File: config.mk
export PLATFORM = sky130hd
export DESIGN_NAME = arc_ring_row_span_generator
export DESIGN_NICKNAME = d
export VERILOG_FILES = /design/src/rtl/arsg_pkg.sv /design/src/rtl/arsg_cfg.sv /design/src/rtl/arc_ring_row_span_generator.sv
export VERILOG_INCLUDE_DIRS = /design/src /design/src/rtl
export SDC_FILE = /design/constraint.sdc
export NUM_CORES = 2
export LEC_CHECK = 0
export BUFFER_PORTS_ARGS = -buffer_cell sky130_fd_sc_hd__buf_2
export CORE_MARGIN = 1
export CORE_UTILIZATION = 39
export DETAILED_ROUTE_END_ITERATION = 8
export GPL_TIMING_DRIVEN = 0
export SLEW_MARGIN = 25
export SYNTH_ARGS = -nofsm -noshare
export SYNTH_HDL_FRONTEND = slang
export SYNTH_SLANG_ARGS = --single-unit
File: constraint.sdc
create_clock -name i_clk -period 24.3 [get_ports i_clk]
set_clock_uncertainty 0.2 [all_clocks]
set_input_delay 2.43 -clock i_clk [delete_from_list [all_inputs] [get_ports i_clk]]
set_output_delay 2.43 -clock i_clk [all_outputs]
set_load 0.01 [all_outputs]
File: src/rtl/arc_ring_row_span_generator_macros.svh
// Assertion macros used by the top RTL file of the arc span generator.
`ifndef ARC_RING_ROW_SPAN_GENERATOR_MACROS_SVH
`define ARC_RING_ROW_SPAN_GENERATOR_MACROS_SVH
`ifndef NO_ASSERTIONS
`define ARSG_ASSERT_IMP(label, clk, rst_n, ante, cons, msg) \
    label: assert property (@(posedge clk) disable iff (!rst_n) (ante) |-> (cons)) \
        else $error(msg);
`define ARSG_ASSERT_NEXT(label, clk, rst_n, ante, cons, msg) \
    label: assert property (@(posedge clk) disable iff (!rst_n) (ante) |=> (cons)) \
        else $error(msg);
`else
`define ARSG_ASSERT_IMP(label, clk, rst_n, ante, cons, msg)
`define ARSG_ASSERT_NEXT(label, clk, rst_n, ante, cons, msg)
`endif
`endif

File: src/rtl/arsg_pkg.sv
package arsg_pkg;

    localparam int MAX_RADIUS  = 127;
    localparam int SCREEN_SIZE = 512;
    localparam int HALF_Q14    = 8192;
    localparam int MAX_SPANS   = 4;
    localparam int SPAN_IDX_W  = $clog2(MAX_SPANS);
    localparam int SPAN_CNT_W  = $clog2(MAX_SPANS + 1);

    localparam logic [11:0] ANG_90  = 12'd900;
    localparam logic [11:0] ANG_180 = 12'd1800;
    localparam logic [11:0] ANG_270 = 12'd2700;
    localparam logic [11:0] ANG_360 = 12'd3600;

    typedef enum logic [2:0] {
        ST_IDLE,
        ST_MUL,
        ST_SKIP,
        ST_SCAN,
        ST_EMIT
    } t_state;

    typedef enum logic [2:0] {
        REG_CENTER_XY,
        REG_OUTER_RADIUS,
        REG_INNER_RADIUS,
        REG_START_ANGLE,
        REG_END_ANGLE,
        REG_START_TRIG,
        REG_END_TRIG,
        REG_FILL_COLOR
    } t_cfg_reg;

    typedef enum logic [2:0] {
        MS_YY,
        MS_OO,
        MS_II,
        MS_YCS,
        MS_YCE,
        MS_XSS,
        MS_XSE
    } t_mul_step;

    typedef struct packed {
        logic [8:0]         cx;
        logic [8:0]         cy;
        logic [6:0]         orad;
        logic [6:0]         ir;
        logic               rev;
        logic               s180;
        logic               e180;
        logic               xs_zero;
        logic               xe_one;
        logic               ylo_zero;
        logic               yhi_zero;
        logic signed [15:0] cs;
        logic signed [15:0] ss;
        logic signed [15:0] ce;
        logic signed [15:0] se;
        logic [15:0]        color;
    } t_geom;

    function automatic logic [11:0] nudge(input logic [11:0] a);
        if (a == ANG_90 || a == ANG_180 || a == ANG_270 || a == ANG_360) begin
            return a - 12'd1;
        end
        return a;
    endfunction

    function automatic logic [6:0] clamp_radius(input logic [6:0] r);
        if (r == 7'd0) begin
            return 7'd1;
        end
        if ({25'd0, r} > MAX_RADIUS) begin
            return 7'(MAX_RADIUS);
        end
        return r;
    endfunction

endpackage

File: src/rtl/arsg_cfg.sv
module arsg_cfg (
    input  logic                 i_clk,
    input  logic                 i_rst_n,
    input  logic                 i_cfg_we,
    input  logic [2:0]           i_cfg_index,
    input  logic [31:0]          i_cfg_wdata,
    output arsg_pkg::t_geom      o_geom
);

    logic [17:0] r_center;
    logic [6:0]  r_outer;
    logic [6:0]  r_inner;
    logic [11:0] r_start;
    logic [11:0] r_end;
    logic [31:0] r_start_trig;
    logic [31:0] r_end_trig;
    logic [15:0] r_color;

    logic [6:0]  w_r_hi;
    logic [6:0]  w_r_lo;
    logic [11:0] w_st;
    logic [11:0] w_en;
    logic [12:0] w_st13;
    logic [12:0] w_en13;
    logic        w_rev;
    logic        w_st_side;
    logic        w_en_side;

    always_ff @(posedge i_clk) begin
        if (!i_rst_n) begin
            r_center     <= 18'd0;
            r_outer      <= 7'd1;
            r_inner      <= 7'd1;
            r_start      <= 12'd0;
            r_end        <= arsg_pkg::ANG_360;
            r_start_trig <= 32'h4000_0000;
            r_end_trig   <= 32'h4000_FFE3;
            r_color      <= 16'd0;
        end else if (i_cfg_we) begin
            unique case (arsg_pkg::t_cfg_reg'(i_cfg_index))
                arsg_pkg::REG_CENTER_XY:    r_center     <= i_cfg_wdata[17:0];
                arsg_pkg::REG_OUTER_RADIUS: r_outer      <= i_cfg_wdata[6:0];
                arsg_pkg::REG_INNER_RADIUS: r_inner      <= i_cfg_wdata[6:0];
                arsg_pkg::REG_START_ANGLE:  r_start      <= i_cfg_wdata[11:0];
                arsg_pkg::REG_END_ANGLE:    r_end        <= i_cfg_wdata[11:0];
                arsg_pkg::REG_START_TRIG:   r_start_trig <= i_cfg_wdata;
                arsg_pkg::REG_END_TRIG:     r_end_trig   <= i_cfg_wdata;
                arsg_pkg::REG_FILL_COLOR:   r_color      <= i_cfg_wdata[15:0];
            endcase
        end
    end

    assign w_r_hi = (r_outer < r_inner) ? r_inner : r_outer;
    assign w_r_lo = (r_outer < r_inner) ? r_outer : r_inner;
    assign w_st   = arsg_pkg::nudge(r_start);
    assign w_en   = arsg_pkg::nudge(r_end);
    assign w_st13 = {1'b0, w_st};
    assign w_en13 = {1'b0, w_en};

    assign w_rev = (w_st13 + {1'b0, arsg_pkg::ANG_180} < w_en13)
                || ((w_en < w_st) && (w_st13 < w_en13 + {1'b0, arsg_pkg::ANG_180}));

    assign w_st_side = (w_st >= arsg_pkg::ANG_270) || (w_st < arsg_pkg::ANG_90);
    assign w_en_side = (w_en >= arsg_pkg::ANG_270) || (w_en < arsg_pkg::ANG_90);

    always_comb begin
        o_geom.cx       = 9'(r_center / 18'(arsg_pkg::SCREEN_SIZE));
        o_geom.cy       = 9'(r_center % 18'(arsg_pkg::SCREEN_SIZE));
        o_geom.orad     = arsg_pkg::clamp_radius(w_r_hi);
        o_geom.ir       = arsg_pkg::clamp_radius(w_r_lo) - 7'd1;
        o_geom.rev      = w_rev;
        o_geom.s180     = (w_st >= arsg_pkg::ANG_180);
        o_geom.e180     = (w_en < arsg_pkg::ANG_180);
        o_geom.xs_zero  = !w_rev && w_st_side && w_en_side;
        o_geom.xe_one   = !w_rev && !w_st_side && !w_en_side;
        o_geom.yhi_zero = !w_rev && (w_en >= arsg_pkg::ANG_180) && (w_st >= arsg_pkg::ANG_180);
        o_geom.ylo_zero = !w_rev && (w_en < arsg_pkg::ANG_180) && (w_st < arsg_pkg::ANG_180);
        o_geom.cs       = $signed(r_start_trig[31:16]);
        o_geom.ss       = $signed(r_start_trig[15:0]);
        o_geom.ce       = $signed(r_end_trig[31:16]);
        o_geom.se       = $signed(r_end_trig[15:0]);
        o_geom.color    = r_color;
    end

endmodule

File: src/rtl/arc_ring_row_span_generator.sv
// Setup: an accepted row in range is prepared with seven products on the one shared
// multiplier, then skips one column a cycle outside the ring and scans one column a cycle.
// A new row is taken only in idle, once all spans of the previous row are loaded for output.
// Spans leave from a buffer of four, one word a cycle while the output side is ready.
// Reset: synchronous, active low; control and configuration registers take their reset values and the block idles.
`include "arc_ring_row_span_generator_macros.svh"

module arc_ring_row_span_generator (
    input  logic        i_clk,
    input  logic        i_rst_n,
    input  logic        i_cfg_we,
    input  logic [2:0]  i_cfg_index,
    input  logic [31:0] i_cfg_wdata,
    input  logic        i_s_axis_tvalid,
    output logic        o_s_axis_tready,
    // row_offset[7:0]
    input  logic [7:0]  i_s_axis_tdata,
    output logic        o_m_axis_tvalid,
    input  logic        i_m_axis_tready,
    // span_x[10:0], span_y[21:11], span_length[30:22], span_color[46:31], zero[47]
    output logic [47:0] o_m_axis_tdata,
    output logic        o_m_axis_tlast
);

    localparam int SIW = arsg_pkg::SPAN_IDX_W;
    localparam int SCW = arsg_pkg::SPAN_CNT_W;

    arsg_pkg::t_geom w_geom;

    arsg_pkg::t_state    r_state, n_state;
    arsg_pkg::t_mul_step r_step, n_step;

    logic signed [7:0]  r_y, n_y;
    logic [10:0]        r_span_y, n_span_y;
    logic [16:0]        r_y2, n_y2;
    logic [16:0]        r_or2, n_or2;
    logic [16:0]        r_ir2, n_ir2;
    logic [16:0]        r_xx, n_xx;
    logic signed [25:0] r_qs, n_qs;
    logic signed [25:0] r_qe, n_qe;
    logic signed [25:0] r_ps, n_ps;
    logic signed [25:0] r_pe, n_pe;
    logic signed [9:0]  r_x, n_x;
    logic signed [9:0]  r_xe, n_xe;
    logic [8:0]         r_len, n_len;
    logic [SCW-1:0]     r_n, n_n;
    logic [SIW-1:0]     r_k, n_k;

    logic [10:0] r_buf_x   [arsg_pkg::MAX_SPANS];
    logic [8:0]  r_buf_len [arsg_pkg::MAX_SPANS];

    logic        r_out_valid, n_out_valid;
    logic [10:0] r_out_x, n_out_x;
    logic [10:0] r_out_y, n_out_y;
    logic [8:0]  r_out_len, n_out_len;
    logic [15:0] r_out_color, n_out_color;
    logic        r_out_last, n_out_last;

    logic               w_accept;
    logic signed [7:0]  w_y_in;
    logic signed [8:0]  w_y9;
    logic signed [8:0]  w_orad9;
    logic               w_row_ok;
    logic signed [9:0]  w_xs;
    logic signed [15:0] w_mul_a;
    logic signed [9:0]  w_mul_b;
    logic signed [25:0] w_prod;
    logic [16:0]        w_d;
    logic               w_below_s;
    logic               w_below_e;
    logic               w_f1;
    logic               w_f2;
    logic               w_inside;
    logic               w_flip;
    logic               w_stop;
    logic signed [9:0]  w_x1;
    logic signed [25:0] w_ps1;
    logic signed [25:0] w_pe1;
    logic signed [9:0]  w_xn;
    logic [16:0]        w_xxn;
    logic signed [25:0] w_psn;
    logic signed [25:0] w_pen;
    logic               w_xn_past;
    logic               w_skip_more;
    logic               w_buf_we;
    logic [10:0]        w_buf_x;
    logic [SCW-1:0]     w_n_after;
    logic               w_out_load;
    logic               w_last_k;

    arsg_cfg u_cfg (
        .i_clk       (i_clk),
        .i_rst_n     (i_rst_n),
        .i_cfg_we    (i_cfg_we),
        .i_cfg_index (i_cfg_index),
        .i_cfg_wdata (i_cfg_wdata),
        .o_geom      (w_geom)
    );

    assign o_s_axis_tready = (r_state == arsg_pkg::ST_IDLE);
    assign w_accept        = i_s_axis_tvalid && o_s_axis_tready;
    assign w_y_in          = $signed(i_s_axis_tdata);
    assign w_y9            = {w_y_in[7], w_y_in};
    assign w_orad9         = $signed({2'b00, w_geom.orad});
    assign w_row_ok        = (w_geom.ylo_zero ? !w_y9[8] : (w_y9 >= -w_orad9))
                          && (w_geom.yhi_zero ? (w_y9 <= 9'sd0) : (w_y9 <= w_orad9));
    assign w_xs            = w_geom.xs_zero ? 10'sd0 : -$signed({3'b000, w_geom.orad});

    // Shared multiplier operand selection.
    always_comb begin
        w_mul_a = '0;
        w_mul_b = '0;
        unique case (r_step)
            arsg_pkg::MS_YY: begin
                w_mul_a = {{8{r_y[7]}}, r_y};
                w_mul_b = {{2{r_y[7]}}, r_y};
            end
            arsg_pkg::MS_OO: begin
                w_mul_a = $signed({9'd0, w_geom.orad});
                w_mul_b = $signed({3'd0, w_geom.orad});
            end
            arsg_pkg::MS_II: begin
                w_mul_a = $signed({9'd0, w_geom.ir});
                w_mul_b = $signed({3'd0, w_geom.ir});
            end
            arsg_pkg::MS_YCS: begin
                w_mul_a = w_geom.cs;
                w_mul_b = {{2{r_y[7]}}, r_y};
            end
            arsg_pkg::MS_YCE: begin
                w_mul_a = w_geom.ce;
                w_mul_b = {{2{r_y[7]}}, r_y};
            end
            arsg_pkg::MS_XSS: begin
                w_mul_a = w_geom.ss;
                w_mul_b = r_x;
            end
            arsg_pkg::MS_XSE: begin
                w_mul_a = w_geom.se;
                w_mul_b = r_x;
            end
            default: begin
                w_mul_a = '0;
                w_mul_b = '0;
            end
        endcase
    end

    assign w_prod = w_mul_a * w_mul_b;

    assign w_d       = r_xx + r_y2;
    assign w_below_s = w_geom.ss[15] ? (r_ps >= r_qs) : (r_ps <= r_qs);
    assign w_below_e = w_geom.se[15] ? (r_pe >= r_qe) : (r_pe <= r_qe);
    assign w_f1      = w_geom.s180 ^ w_below_s;
    assign w_f2      = w_geom.e180 ^ w_below_e;
    assign w_inside  = (w_d >= r_ir2) && ((w_f1 && w_f2) || (w_geom.rev && (w_f1 || w_f2)))
                    && (r_x != r_xe) && (w_d < r_or2);
    assign w_flip    = (r_state == arsg_pkg::ST_SCAN) && !w_inside && r_x[9] && (w_d < r_ir2);
    assign w_stop    = !w_inside && (w_d >= r_or2);
    assign w_x1      = w_flip ? -r_x : r_x;
    assign w_ps1     = w_flip ? -r_ps : r_ps;
    assign w_pe1     = w_flip ? -r_pe : r_pe;
    assign w_xn      = w_x1 + 10'sd1;
    assign w_xxn     = r_xx + {{6{w_x1[9]}}, w_x1, 1'b1};
    assign w_psn     = w_ps1 + 26'(w_geom.ss);
    assign w_pen     = w_pe1 + 26'(w_geom.se);
    assign w_xn_past = (w_xn > r_xe);
    assign w_skip_more = r_x[9] && (w_d >= r_or2);

    assign w_buf_we  = (r_state == arsg_pkg::ST_SCAN) && !w_inside && (r_len != 9'd0)
                    && (r_n < SCW'(arsg_pkg::MAX_SPANS));
    assign w_buf_x   = {2'b00, w_geom.cx} + {r_x[9], r_x} - {2'b00, r_len};
    assign w_n_after = r_n + SCW'(w_buf_we);

    assign w_out_load = (r_state == arsg_pkg::ST_EMIT) && (!r_out_valid || i_m_axis_tready);
    assign w_last_k   = (SCW'(r_k) == r_n - SCW'(1));

    always_comb begin
        n_state = r_state;
        unique case (r_state)
            arsg_pkg::ST_IDLE: begin
                if (w_accept && w_row_ok) begin
                    n_state = arsg_pkg::ST_MUL;
                end
            end
            arsg_pkg::ST_MUL: begin
                if (r_step == arsg_pkg::MS_XSE) begin
                    n_state = arsg_pkg::ST_SKIP;
                end
            end
            arsg_pkg::ST_SKIP: begin
                if (!w_skip_more) begin
                    n_state = arsg_pkg::ST_SCAN;
                end
            end
            arsg_pkg::ST_SCAN: begin
                if (w_stop || w_xn_past) begin
                    n_state = (w_n_after != '0) ? arsg_pkg::ST_EMIT : arsg_pkg::ST_IDLE;
                end
            end
            arsg_pkg::ST_EMIT: begin
                if (w_out_load && w_last_k) begin
                    n_state = arsg_pkg::ST_IDLE;
                end
            end
            default: n_state = arsg_pkg::ST_IDLE;
        endcase
    end

    always_comb begin
        n_step      = r_step;
        n_y         = r_y;
        n_span_y    = r_span_y;
        n_y2        = r_y2;
        n_or2       = r_or2;
        n_ir2       = r_ir2;
        n_xx        = r_xx;
        n_qs        = r_qs;
        n_qe        = r_qe;
        n_ps        = r_ps;
        n_pe        = r_pe;
        n_x         = r_x;
        n_xe        = r_xe;
        n_len       = r_len;
        n_n         = r_n;
        n_k         = r_k;
        n_out_valid = r_out_valid && !i_m_axis_tready;
        n_out_x     = r_out_x;
        n_out_y     = r_out_y;
        n_out_len   = r_out_len;
        n_out_color = r_out_color;
        n_out_last  = r_out_last;
        unique case (r_state)
            arsg_pkg::ST_IDLE: begin
                if (w_accept) begin
                    n_y      = w_y_in;
                    n_span_y = {2'b00, w_geom.cy} + {{3{w_y_in[7]}}, w_y_in};
                    n_x      = w_xs;
                    n_step   = arsg_pkg::MS_YY;
                    n_len    = '0;
                    n_n      = '0;
                    n_k      = '0;
                end
            end
            arsg_pkg::ST_MUL: begin
                n_step = arsg_pkg::t_mul_step'(r_step + 3'd1);
                unique case (r_step)
                    arsg_pkg::MS_YY:  n_y2 = w_prod[16:0];
                    arsg_pkg::MS_OO: begin
                        n_or2 = w_prod[16:0] + {10'd0, w_geom.orad};
                        n_xx  = w_geom.xs_zero ? 17'd0 : w_prod[16:0];
                    end
                    arsg_pkg::MS_II:  n_ir2 = w_prod[16:0] + {10'd0, w_geom.ir};
                    arsg_pkg::MS_YCS: n_qs  = w_prod + 26'(arsg_pkg::HALF_Q14);
                    arsg_pkg::MS_YCE: n_qe  = w_prod - 26'(arsg_pkg::HALF_Q14);
                    arsg_pkg::MS_XSS: n_ps  = w_prod;
                    arsg_pkg::MS_XSE: n_pe  = w_prod;
                    default:          n_step = r_step;
                endcase
            end
            arsg_pkg::ST_SKIP: begin
                if (w_skip_more) begin
                    n_x  = w_xn;
                    n_xx = w_xxn;
                    n_ps = w_psn;
                    n_pe = w_pen;
                end else if (w_geom.xe_one) begin
                    n_xe = 10'sd1;
                end else if (!w_geom.xs_zero) begin
                    n_xe = 10'sd1 - r_x;
                end else begin
                    n_xe = $signed({3'b000, w_geom.orad}) + 10'sd1;
                end
            end
            arsg_pkg::ST_SCAN: begin
                n_len = w_inside ? r_len + 9'd1 : 9'd0;
                n_n   = w_n_after;
                n_x   = w_xn;
                n_xx  = w_xxn;
                n_ps  = w_psn;
                n_pe  = w_pen;
            end
            arsg_pkg::ST_EMIT: begin
                if (w_out_load) begin
                    n_out_valid = 1'b1;
                    n_out_x     = r_buf_x[r_k];
                    n_out_y     = r_span_y;
                    n_out_len   = r_buf_len[r_k];
                    n_out_color = w_geom.color;
                    n_out_last  = w_last_k;
                    n_k         = r_k + SIW'(1);
                end
            end
            default: n_step = r_step;
        endcase
    end

    always_ff @(posedge i_clk) begin
        if (!i_rst_n) begin
            r_state     <= arsg_pkg::ST_IDLE;
            r_step      <= arsg_pkg::MS_YY;
            r_len       <= '0;
            r_n         <= '0;
            r_k         <= '0;
            r_out_valid <= 1'b0;
        end else begin
            r_state     <= n_state;
            r_step      <= n_step;
            r_len       <= n_len;
            r_n         <= n_n;
            r_k         <= n_k;
            r_out_valid <= n_out_valid;
        end
    end

    always_ff @(posedge i_clk) begin
        r_y         <= n_y;
        r_span_y    <= n_span_y;
        r_y2        <= n_y2;
        r_or2       <= n_or2;
        r_ir2       <= n_ir2;
        r_xx        <= n_xx;
        r_qs        <= n_qs;
        r_qe        <= n_qe;
        r_ps        <= n_ps;
        r_pe        <= n_pe;
        r_x         <= n_x;
        r_xe        <= n_xe;
        r_out_x     <= n_out_x;
        r_out_y     <= n_out_y;
        r_out_len   <= n_out_len;
        r_out_color <= n_out_color;
        r_out_last  <= n_out_last;
    end

    always_ff @(posedge i_clk) begin
        if (w_buf_we) begin
            r_buf_x[r_n[SIW-1:0]]   <= w_buf_x;
            r_buf_len[r_n[SIW-1:0]] <= r_len;
        end
    end

    assign o_m_axis_tvalid = r_out_valid;
    assign o_m_axis_tdata  = {1'b0, r_out_color, r_out_len, r_out_y, r_out_x};
    assign o_m_axis_tlast  = r_out_last;

    `ARSG_ASSERT_IMP(a_span_nonzero, i_clk, i_rst_n, o_m_axis_tvalid, r_out_len != 9'd0, "span word of zero length")
    `ARSG_ASSERT_IMP(a_span_count, i_clk, i_rst_n, r_state == arsg_pkg::ST_SCAN, r_n <= SCW'(arsg_pkg::MAX_SPANS), "span buffer overrun")
    `ARSG_ASSERT_IMP(a_emit_index, i_clk, i_rst_n, r_state == arsg_pkg::ST_EMIT, SCW'(r_k) < r_n, "span read beyond those stored")
    `ARSG_ASSERT_NEXT(a_row_start, i_clk, i_rst_n, w_accept && w_row_ok, r_state == arsg_pkg::ST_MUL && r_step == arsg_pkg::MS_YY, "accepted row did not start setup")

endmodule

==> reports/qor.txt <==
register area share after synthesis: 0.355
top-area cell type share of the netlist area: 0.271
first-pass GRT wire length: 173,000 um
fin util: 0.438
width of the die: 312 um
HPWL after DPL: 89,400 um
WP data arrival: 12.15 ns
layout cells sized above 1: 0.0690
core area: 95,200 sq um
dpl ws: 12.22 ns
Hold Fails Final Rpt: 0
setup slack after layout: 12.40 ns
MaxCap Viol Count: 0
post-synthesis xor/xnor area fraction: 0.0664
reg2reg start: r_xx[0]$_DFFE_PP_
# diodes: 0
Slowest cell on crit path: clkbuf_1
Vias: 29,300
top_reg_cell synth: edfxtp_1
Post-CTS Setup Inserts: 0
syn_area_per_cell: 9.49 sq um
Hold Path Depth: 0
main combinational cell family by area after synthesis: adder cells
Post-synth EDFFs: 339
Clock transition at path regs: 0.06 ns
Mapped Cells: 3,952
initial detailed-routing violation count: 2,312
# DRC: 0
Synth Area in Compound Gates: 0.149
Final ANT Viol Nets: 0
post-synthesis instance area: 37,500 sq um
RSZ-0062 raised after global routing: no
Async SR Flop Fraction: 0
r2r endpoint: r_ps[25]$_DFFE_PP_
unique cell type count in the Yosys netlist: 86
pin count of the biggest net entering global routing: 27
CTS tree: done
worst skew pair latency: 0.64 ns
post-synthesis register bit count: 496
Area contributors post-synth: edfxtp_1 (27%), ha_1 (12%), dfxtp_1 (8.4%)
R2R cell count: 40
P&R area growth vs syn: 11.1%
Die H: 312 um
Placer Congestion: 0.946
first-pass detailed-route iteration total: 8
Worst EP required: 24.55 ns
count of hold-fix buffers inserted at cts: 0
final wirelength: 112,000 um
H-tree depth: 2
Post-Synth Adder-Cell Area: 0.200
Slew headroom: 0.219
simple-gate share of the synthesized area: 0.146
clk sinks: 496
CTS Root Cell: clkbuf_16
Worst Hold Class: register to register
Vias/cell: 5.41
FMAX: 84.0 MHz
DIE AREA: 97,400 sq um
Critical Path Start Type: register
Yosys top cell by area: edfxtp_1
Cell Rows: 113
WHS: 0.213 ns
setup TNS: 0 ns
final period utilization: 0.490
CP Capture Type: register
mux cell area share after synthesis: 0.0223
post_cts resized: 0
kind of critical path: register to register
CP max FO: 10
status: complete, no violations
vias in the first global route: 29,000
Register-to-Register Setup Slack: 12.40 ns
critical path's largest stage delay: 0.79 ns
yosys synthesis warning count: 0
total grt overflow: 0
Port Buffer Count: 87
Final Max Slew Viols: 0
cts bufs inserted: 55
Crit path top cell by count: a21oi_1
hold_sp: r_span_y[6]$_DFFE_PP_
Slew @ Worst Pin: 1.17 ns
Clock Path Buffers: 3
I/O pin cnt: 99
WL/cell: 20.7 um
hold endpoint: r_out_y[6]$_DFFE_PP_
Final nets: 4,666
Final min period: 11.90 ns
initial core utilization: 0.394
GRT Total Usage: 0.230
Final setup viols: 0
fill cell count: 9,371
antenna violations before repair: 2
worst max path at each step:
stage	startpoint	endpoint	slack (ns)	cells past startpoint
6_report	r_xx[0]$_DFFE_PP_	r_ps[25]$_DFFE_PP_	12.40	40
5_1_grt	r_xx[0]$_DFFE_PP_	r_ps[25]$_DFFE_PP_	11.65	40
4_1_cts	r_xx[0]$_DFFE_PP_	r_ps[25]$_DFFE_PP_	12.16	40
3_5_place_dp	r_xx[0]$_DFFE_PP_	r_ps[25]$_DFFE_PP_	12.22	40
3_3_place_gp	u_cfg.r_inner[1]$_SDFFE_PN0P_	r_qs[24]$_DFFE_PP_	11.96	35
2_1_floorplan	u_cfg.r_inner[1]$_SDFFE_PN0P_	r_qs[24]$_DFFE_PP_	14.88	35
area by class of cell:
cell class / instances / area, sq um / share of cell area
inverter: 436 / 1640 / 0.0393
buffer: 161 / 634 / 0.0152
clock buffer: 70 / 1440 / 0.0346
timing repair buffer: 102 / 637 / 0.0153
multi-input combinational: 2860 / 22100 / 0.529
tap: 1265 / 1580 / 0.0380
clock inverter: 32 / 367 / 0.00879
sequential: 496 / 13300 / 0.320
cells in the final DEF, fill, tap and decap left out, types with 22 or more instances in the layout:
master	instances
a21boi_0	123
a21o_1	76
a21oi_1	159
a22oi_1	22
and2_1	29
and3_1	26
buf_2	100
clkbuf_1	150
clkbuf_16	55
dfxtp_1	157
edfxtp_1	339
fa_1	155
ha_1	351
inv_1	435
mux2i_1	32
nand2_1	523
nand2b_1	33
nand3_1	72
nand4_1	38
nor2_1	209
nor2b_1	47
nor3_1	70
o211ai_1	25
o21a_1	39
o21ai_0	164
o21bai_1	24
o31ai_1	23
or3_1	25
xnor2_1	196
xor2_1	74
stage by stage:
stage / instance area [sq um] / std cells
after CTS: 41600 / 5420
after detailed placement: 39800 / 5318
after global routing: 41700 / 5422
after global placement: 39500 / 5305
after floorplan: 37500 / 3953
final: 41700 / 5422
sequential cells by signal, indices dropped and copies added, names as in the netlist, 16 cells and up:
name	flops
r_y2	17
u_cfg.r_center	18
r_buf_len	36
r_or2	17
r_xx	17
r_out_color	16
r_qs	26
r_ir2	17
u_cfg.r_end_trig	32
u_cfg.r_start_trig	32
r_pe	26
r_buf_x	44
r_ps	26
r_qe	26
u_cfg.r_color	16
per-layer routing:
metal | wire (um) | GRT usage | vias up | part of all wire
met4 | 3080 | 0.0651 | 0 | 0.027
met5 | 0 | 0 | - | 0
met1 | 50200 | 0.313 | 14300 | 0.45
li1 | - | - | 14100 | -
met3 | 6070 | 0.0275 | 149 | 0.054
met2 | 52800 | 0.386 | 781 | 0.47
synth_stat cells, types with 20 or more instances:
master    instances
nand2_1         523
inv_1           436
ha_1            351
edfxtp_1        339
nor2_1          211
xnor2_1         201
o21ai_0         165
a21oi_1         163
dfxtp_1         157
fa_1            155
clkbuf_1        136
a21boi_0        123
xor2_1           77
a21o_1           76
nand3_1          72
nor3_1           72
nor2b_1          48
o21a_1           39
nand4_1          38
and2_1           34
nand2b_1         33
mux2i_1          32
and3_1           27
o211ai_1         25
or3_1            25
o21bai_1         24
o31ai_1          23
a22oi_1          22
a221oi_1         20
mux4_2           20
o22ai_1          20
kinds of logic (layout without fill, tap and decap cells):
kind of cell             count (synthesis)  after routing
XOR/XNOR                               281            281
other                                    1              2
adder cells (fa/ha/maj)                508            508
AO/OA/AOI/OAI                          836            836
flip-flops                             496            496
AND/OR/NAND/NOR                       1175           1175
buffers and inverters                  597            801
multiplexers                            58             58
critical path, delay by kind of cell, from the launching register on:
| kind | cells | cell delay [ns] |
|---|---|---|
| AOI/OAI and AO/OA | 28 | 6.70 |
| buffers and inverters | 4 | 1.87 |
| adders and majority gates | 4 | 1.33 |
| xor gates and xnor gates | 2 | 0.69 |
| and+or+nand+nor | 2 | 0.47 |
| DFF | 1 | 0.46 |
Power is not shown: default switching activity piles up to over one toggle a cycle in this logic, so the estimate is an artifact.
